===== config.mk =====
export PLATFORM = sky130hd
export DESIGN_NAME = rational_ratio_comparator
export DESIGN_NICKNAME = d
export VERILOG_FILES = /design/src/rtl/core/rrc_pkg.sv /design/src/rtl/core/rrc_divider.sv /design/src/rtl/core/rational_ratio_comparator.sv
export SDC_FILE = /design/constraint.sdc
export NUM_CORES = 1
export LEC_CHECK = 0
export ABC_CLOCK_PERIOD_IN_PS = 21200
export BUFFER_PORTS_ARGS = -buffer_cell sky130_fd_sc_hd__buf_2
export CELL_PAD_IN_SITES_DETAIL_PLACEMENT = 2
export CELL_PAD_IN_SITES_GLOBAL_PLACEMENT = 2
export CORE_UTILIZATION = 39
export DETAILED_ROUTE_END_ITERATION = 12
export GPL_ROUTABILITY_DRIVEN = 0
export PLACE_DENSITY = 0.87
export SLEW_MARGIN = 20
export SYNTH_ARGS = -nofsm -noshare
export SYNTH_HDL_FRONTEND = slang
export SYNTH_SLANG_ARGS = --single-unit

===== constraint.sdc =====
create_clock -name clk -period 21.2 [get_ports clk]
set_input_delay 4.24 -clock clk [delete_from_list [all_inputs] [get_ports clk]]
set_output_delay 4.24 -clock clk [all_outputs]
set_load 0.02 [all_outputs]

===== src/rtl/core/rrc_pkg.sv =====
// ----------------------------------------------------------------------------
// rrc_pkg
// Shared types and codes for the rational ratio comparator: sequencer
// states, order codes and the divider status bundle.
// ----------------------------------------------------------------------------
package rrc_pkg;

  // two's complement order codes
  localparam logic [1:0] ORDER_LESS    = 2'b11;
  localparam logic [1:0] ORDER_EQUAL   = 2'b00;
  localparam logic [1:0] ORDER_GREATER = 2'b01;

  typedef enum logic [2:0] {
    S_IDLE,
    S_LSTART,
    S_LWAIT,
    S_RSTART,
    S_RWAIT,
    S_DECIDE,
    S_OUT
  } rrc_state_t;

  // status from the shared divider
  typedef struct packed {
    logic busy;
    logic done;
  } div_status_t;

  // reverse the sense of an order code
  function automatic logic [1:0] order_flip(input logic [1:0] code);
    logic [1:0] res;
    res = code;
    if (code == ORDER_LESS) res = ORDER_GREATER;
    else if (code == ORDER_GREATER) res = ORDER_LESS;
    return res;
  endfunction

endpackage


===== src/rtl/core/rrc_divider.sv =====
// ----------------------------------------------------------------------------
// rrc_divider
// Restoring radix-2 divider, one quotient bit per cycle. A start pulse loads
// the operands; quotient and remainder hold after done until the next start.
// ----------------------------------------------------------------------------
module rrc_divider #(
  parameter int W = 64
) (
  input  logic                 clk,
  input  logic                 rst,
  input  logic                 start,
  input  logic [W-1:0]         dividend,
  input  logic [W-1:0]         divisor,
  output logic [W-1:0]         quot,
  output logic [W-1:0]         rem,
  output rrc_pkg::div_status_t status
);
  import rrc_pkg::*;

  localparam int CW = $clog2(W + 1);

  logic [CW-1:0] cnt;
  logic [W-1:0]  dsr;
  logic          busy;
  logic          done;
  logic [W:0]    trial;
  logic [W:0]    diff;

  // trial subtract of the shifted partial remainder
  assign trial = {rem, quot[W-1]};
  assign diff  = trial - {1'b0, dsr};

  // control
  always_ff @(posedge clk) begin
    if (rst) begin
      busy <= 1'b0;
      done <= 1'b0;
      cnt  <= '0;
    end else begin
      done <= 1'b0;
      if (start) begin
        busy <= 1'b1;
        cnt  <= CW'(W);
      end else if (busy) begin
        cnt <= cnt - 1'b1;
        if (cnt == CW'(1)) begin
          busy <= 1'b0;
          done <= 1'b1;
        end
      end
    end
  end

  // datapath
  always_ff @(posedge clk) begin
    if (start) begin
      rem  <= '0;
      quot <= dividend;
      dsr  <= divisor;
    end else if (busy) begin
      if (!diff[W]) begin
        rem  <= diff[W-1:0];
        quot <= {quot[W-2:0], 1'b1};
      end else begin
        rem  <= trial[W-1:0];
        quot <= {quot[W-2:0], 1'b0};
      end
    end
  end

  assign status.busy = busy;
  assign status.done = done;

endmodule


===== src/rtl/core/rational_ratio_comparator.sv =====
// ----------------------------------------------------------------------------
// rational_ratio_comparator
// Orders two non-negative fractions by lock-step continued fraction
// expansion, without cross products.
// ----------------------------------------------------------------------------
// One word in, one word out. Each word carries two fractions; order gives
// -1, 0 or +1 for left smaller, equal, left larger, and 0 whenever either
// denominator (low VALUE_WIDTH bits) is zero. One serial divider, a quotient
// bit per cycle, is shared by both sides, left side first, at each continued
// fraction level; a word takes as many levels as its expansions need (about
// 93 at most for 64-bit values). A zero denominator goes straight to the
// result without the divider. No new word is taken until the result has
// been taken.
module rational_ratio_comparator #(
  parameter int VALUE_WIDTH = 64
) (
  input  logic        clk,
  input  logic        rst,
  input  logic        in_valid,
  output logic        in_stall,
  input  logic [63:0] left_num,
  input  logic [63:0] left_den,
  input  logic [63:0] right_num,
  input  logic [63:0] right_den,
  output logic        out_valid,
  input  logic        out_stall,
  output logic signed [1:0] order
);
  import rrc_pkg::*;

  localparam int VW = VALUE_WIDTH;

  rrc_state_t  state, state_next;
  logic [VW-1:0] ln, ld, rn, rd;
  logic [VW-1:0] lq, lr;
  logic          flip;
  logic [1:0]    result;
  logic          div_start;
  logic [VW-1:0] div_a, div_b, div_q, div_r;
  div_status_t   div_st;
  logic          in_acc;
  logic          zero_den;
  logic          decided;
  logic [1:0]    sense;

  assign in_acc   = in_valid && !in_stall;
  assign zero_den = (left_den[VW-1:0] == '0) || (right_den[VW-1:0] == '0);

  // shared divider, left side first then right
  assign div_a = (state == S_LSTART) ? ln : rn;
  assign div_b = (state == S_LSTART) ? ld : rd;

  rrc_divider #(.W(VW)) u_div (
    .clk      (clk),
    .rst      (rst),
    .start    (div_start),
    .dividend (div_a),
    .divisor  (div_b),
    .quot     (div_q),
    .rem      (div_r),
    .status   (div_st)
  );

  // level decision from both quotients and remainders
  always_comb begin
    decided = 1'b1;
    sense   = ORDER_EQUAL;
    if (lq != div_q) begin
      sense = (lq < div_q) ? ORDER_LESS : ORDER_GREATER;
    end else if (lr == '0 || div_r == '0) begin
      if (lr == div_r) sense = ORDER_EQUAL;
      else sense = (lr == '0) ? ORDER_LESS : ORDER_GREATER;
    end else begin
      decided = 1'b0;
    end
  end

  // next state
  always_comb begin
    state_next = state;
    unique case (state)
      S_IDLE:   if (in_valid) state_next = zero_den ? S_OUT : S_LSTART;
      S_LSTART: state_next = S_LWAIT;
      S_LWAIT:  if (div_st.done) state_next = S_RSTART;
      S_RSTART: state_next = S_RWAIT;
      S_RWAIT:  if (div_st.done) state_next = S_DECIDE;
      S_DECIDE: state_next = decided ? S_OUT : S_LSTART;
      S_OUT:    if (!out_stall) state_next = S_IDLE;
      default:  state_next = S_IDLE;
    endcase
  end

  // handshake and divider control
  always_comb begin
    in_stall  = 1'b1;
    out_valid = 1'b0;
    div_start = 1'b0;
    unique case (state)
      S_IDLE:   in_stall = 1'b0;
      S_LSTART: div_start = 1'b1;
      S_RSTART: div_start = 1'b1;
      S_OUT:    out_valid = 1'b1;
      default:  ;
    endcase
  end

  always_ff @(posedge clk) begin
    if (rst) state <= S_IDLE;
    else state <= state_next;
  end

  // operand and result registers
  always_ff @(posedge clk) begin
    if (in_acc) begin
      ln     <= left_num[VW-1:0];
      ld     <= left_den[VW-1:0];
      rn     <= right_num[VW-1:0];
      rd     <= right_den[VW-1:0];
      flip   <= 1'b0;
      result <= ORDER_EQUAL;
    end
    if (state == S_LWAIT && div_st.done) begin
      lq <= div_q;
      lr <= div_r;
    end
    if (state == S_DECIDE) begin
      if (decided) begin
        result <= flip ? order_flip(sense) : sense;
      end else begin
        // step to the reciprocals of the remainders
        ln   <= ld;
        ld   <= lr;
        rn   <= rd;
        rd   <= div_r;
        flip <= !flip;
      end
    end
  end

  assign order = result;

endmodule


==> results.md <==
* Min Hold Slack at 491 ps
* Max-slew headroom at 0.121
* Maximum clock insertion buffer count at 3
* GRT Total Usage at 0.363
* Cts repair resizes at 0
* Placed Area at 0.0327 mm²
* Critical Path Start Type: input port
* Cell Rows at 102
* TNS Setup at 0 ps
* Via/cell ratio at 6.37
* Most used DFF post-synth: dfxtp_1
* Critical Path Fanout Max at 2
* ANT nets after route at 0
* Worst reg2reg startpoint: u_div.rem[21]
* Hold buffers post-CTS at 0
* Main combinational cell family by area after synthesis: compound AO/OA/AOI/OAI gates
* Htree depth at 3
* Die extent in y at 281 µm
* Post-synthesis mux area share at 0.132
* Worst skew pair latency at 650 ps
* Final instance area at 0.0349 mm²
* LEAKAGE at 14.9 nW
* Clock sinks at 591
* Final slew viol count at 0
* Initial antenna violation count at 13
* Post-Syn Instances at 3131
* Post-synth EDFFs at 256
* Post-synthesis compound-gate area fraction at 0.140
* Area growth syn-to-layout at 14.6%
* Fin crit period at 6770 ps
* Reg2Reg Depth at 9
* Iter 0 DRT Violations at 3387
* CTS root buf: clkbuf_16
* Initial Utilization at 0.394
* WHS Path Cells at 0
* Fin nets at 3710
* Ratio of cells with drive above 1 in the final layout at 0.146
* Adder-Cell Fraction of Synth Area at 0.0541
* Mapped cell area at 0.0304 mm²
* Xor and xnor area share after synthesis at 0.0368
* Clock tree from TritonCTS: done
* Via count at 28166
* #FFs+latches synth at 591
* Setup Viol. Count Final at 0
* Least-Margin Pin Slew at 1310 ps
* Status: complete, no violations
* Placed insts at 4290
* Skew final at 37.0 ps
* Min-delay worst type: flip-flop to flip-flop
* Sequential share of the synthesized area at 0.473
* DIE WIDTH at 281 µm
* GRT overflow at 0
* Post-synth cell types at 77
* I/O pin cnt at 264
* Critical path startpoint: right_den[7]
* Crit. End Element: flip-flop
* Final WL at 150 mm
* Global-route wire length before repair at 211 mm
* Mean post-synth cell area at 9.72 µm²
* DRT Pass-1 Iters at 5
* Arr. time, crit path at 7340 ps
* Async set-reset flop share out of synthesis at 0
* WHS Endpoint: lq[53]
* Cell Count, Final, Fillers Out at 4421
* F_max at 148 MHz
* Pwr dens at 182 mW/mm²
* Core Box Area at 0.0773 mm²
* Reg clk slew, reported paths at 60 ps
* Hold_sp: u_div.quot[53]
* # DRC at 0
* Worst reg-to-reg setup slack at 15420 ps
* Dpl hpwl at 97.3 mm
* Post-DR wirelength/cell at 33.9 µm
* Synth warnings at 0
* Final worst path period share at 0.319
* Maxcap violations at 0
* CTS buffer count at 67
* Fill cells at 8062
* Die ar. at 0.0792 mm²
* Worst Path Required at 21770 ps
* Unrepaired setup endpoints after global routing: no
* Syn nets at 3522
* Crit Path Class: input port to flip-flop
* Post-CTS Setup Bufs at 0
* Max VDD drop at 0.111 mV
* Hold Fails Final Rpt at 0
* Largest net degree at the start of global routing at 233
* Simple-Gate Fraction of Synth Area at 0.121
* PortBufs at 263
* Vias in the first global route at 29520
* FF-to-FF End: rn[41]
[layer usage]
layer / global-route usage / vias up / part of all wire
li1: - / 11680 / -
met1: 0.441 / 14187 / 0.38
met2: 0.585 / 1701 / 0.46
met3: 0.0779 / 584 / 0.087
met4: 0.227 / 14 / 0.075
met5: 0 / - / 0.0016
[critical path: stages]
cell and delay [ps]:
buf_2 110, nor4_1 1080, nand4_1 250, nor4_1 580
o21bai_1 210, nor3_1 270, a21oi_1 110, nor2_1 190
a31oi_1 90, nor2_1 200
[cells in the final DEF (no fill, tap or decap), drive strengths merged, types with 7 or more instances in the layout]
| master | n |
|---|---|
| edfxtp | 256 |
| nand2b | 18 |
| nand3 | 20 |
| dfxtp | 335 |
| o211ai | 7 |
| xnor2 | 43 |
| nor4 | 95 |
| nor3 | 20 |
| a21oi | 412 |
| clkbuf | 100 |
| a31oi | 18 |
| ha | 130 |
| a211oi | 13 |
| o21bai | 9 |
| nand2 | 212 |
| nor2b | 8 |
| a21o | 56 |
| buf | 295 |
| nand4 | 48 |
| a311oi | 30 |
| inv | 160 |
| clkinv | 16 |
| mux2 | 66 |
| and2 | 8 |
| o21ai | 152 |
| nor2 | 357 |
| diode | 8 |
| mux2i | 326 |
| xor2 | 82 |
[final cells by class]
| type | count | area [µm²] | area share |
|---|---|---|---|
| Sequential cell | 591 | 14400 | 0.413 |
| Timing Repair Buffer | 295 | 1580 | 0.0453 |
| Multi-Input combinational cell | 2207 | 14800 | 0.424 |
| Inverter | 157 | 592 | 0.0170 |
| Tap cell | 1040 | 1300 | 0.0373 |
| Clock inverter | 23 | 201 | 0.00577 |
| Antenna cell | 8 | 20.0 | 0.000574 |
| Clock buffer | 100 | 2020 | 0.0578 |
[stage by stage]
step	setup slack, ps	power (mW)	util
3_3_place_gp	14590	4.58	0.422
6_report	14430	6.37	0.451
5_1_grt	14640	6.58	0.451
4_1_cts	14690	6.22	0.451
3_5_place_dp	14380	4.82	0.422
2_1_floorplan	5620	3.81	-
[worst max-delay path by stage]
stage / slack [ps] / to / depth (start not counted)
6_report: 14430 / state[2] / 10
5_1_grt: 14640 / in_stall / 3
4_1_cts: 14690 / state[2] / 10
3_5_place_dp: 14380 / state[2] / 10
3_3_place_gp: 14590 / state[2] / 10
2_1_floorplan: 5620 / lq[0] / 4
[power by group]
part | internal (mW) | total (mW) | leakage (nW) | switching (mW)
Sequential | 1.75 | 2.34 | 5.19 | 0.598
Combinational | 0.994 | 2.78 | 8.61 | 1.79
Clock | 0.689 | 1.24 | 1.09 | 0.552
Total | 3.43 | 6.37 | 14.9 | 2.94
[cells by family after synthesis]
group | after synthesis
and+or+nand+nor | 813
xor gates and xnor gates | 125
buffers and inverters | 333
adders and majority gates | 131
DFF | 591
AOI/OAI and AO/OA | 746
muxes | 392
[synth_stat cells, drive strengths merged (5+ instances only)]
library cell	instances	share of area
mux2i	326	0.11
or3	6	0.0012
a21oi	412	0.068
and2	8	0.0016
buf	34	0.0064
a31oi	18	0.0037
nor2	357	0.044
o21ai	152	0.025
a311oi	30	0.0086
xnor2	43	0.013
mux2	66	0.024
nand2	212	0.026
nand3	20	0.0037
nand4	48	0.010
xor2	82	0.024
dfxtp	335	0.22
a211oi	13	0.0035
o31ai	5	0.0012
nand2b	18	0.0037
o211ai	7	0.0017
o21a	6	0.0015
inv	156	0.019
nor3	20	0.0033
nor2b	8	0.0016
a21o	56	0.014
and3	6	0.0012
clkbuf	142	0.018
o21bai	9	0.0022
edfxtp	256	0.25
nor4	95	0.020
ha	130	0.053
Note: power is estimated with default switching activity, not from simulation.
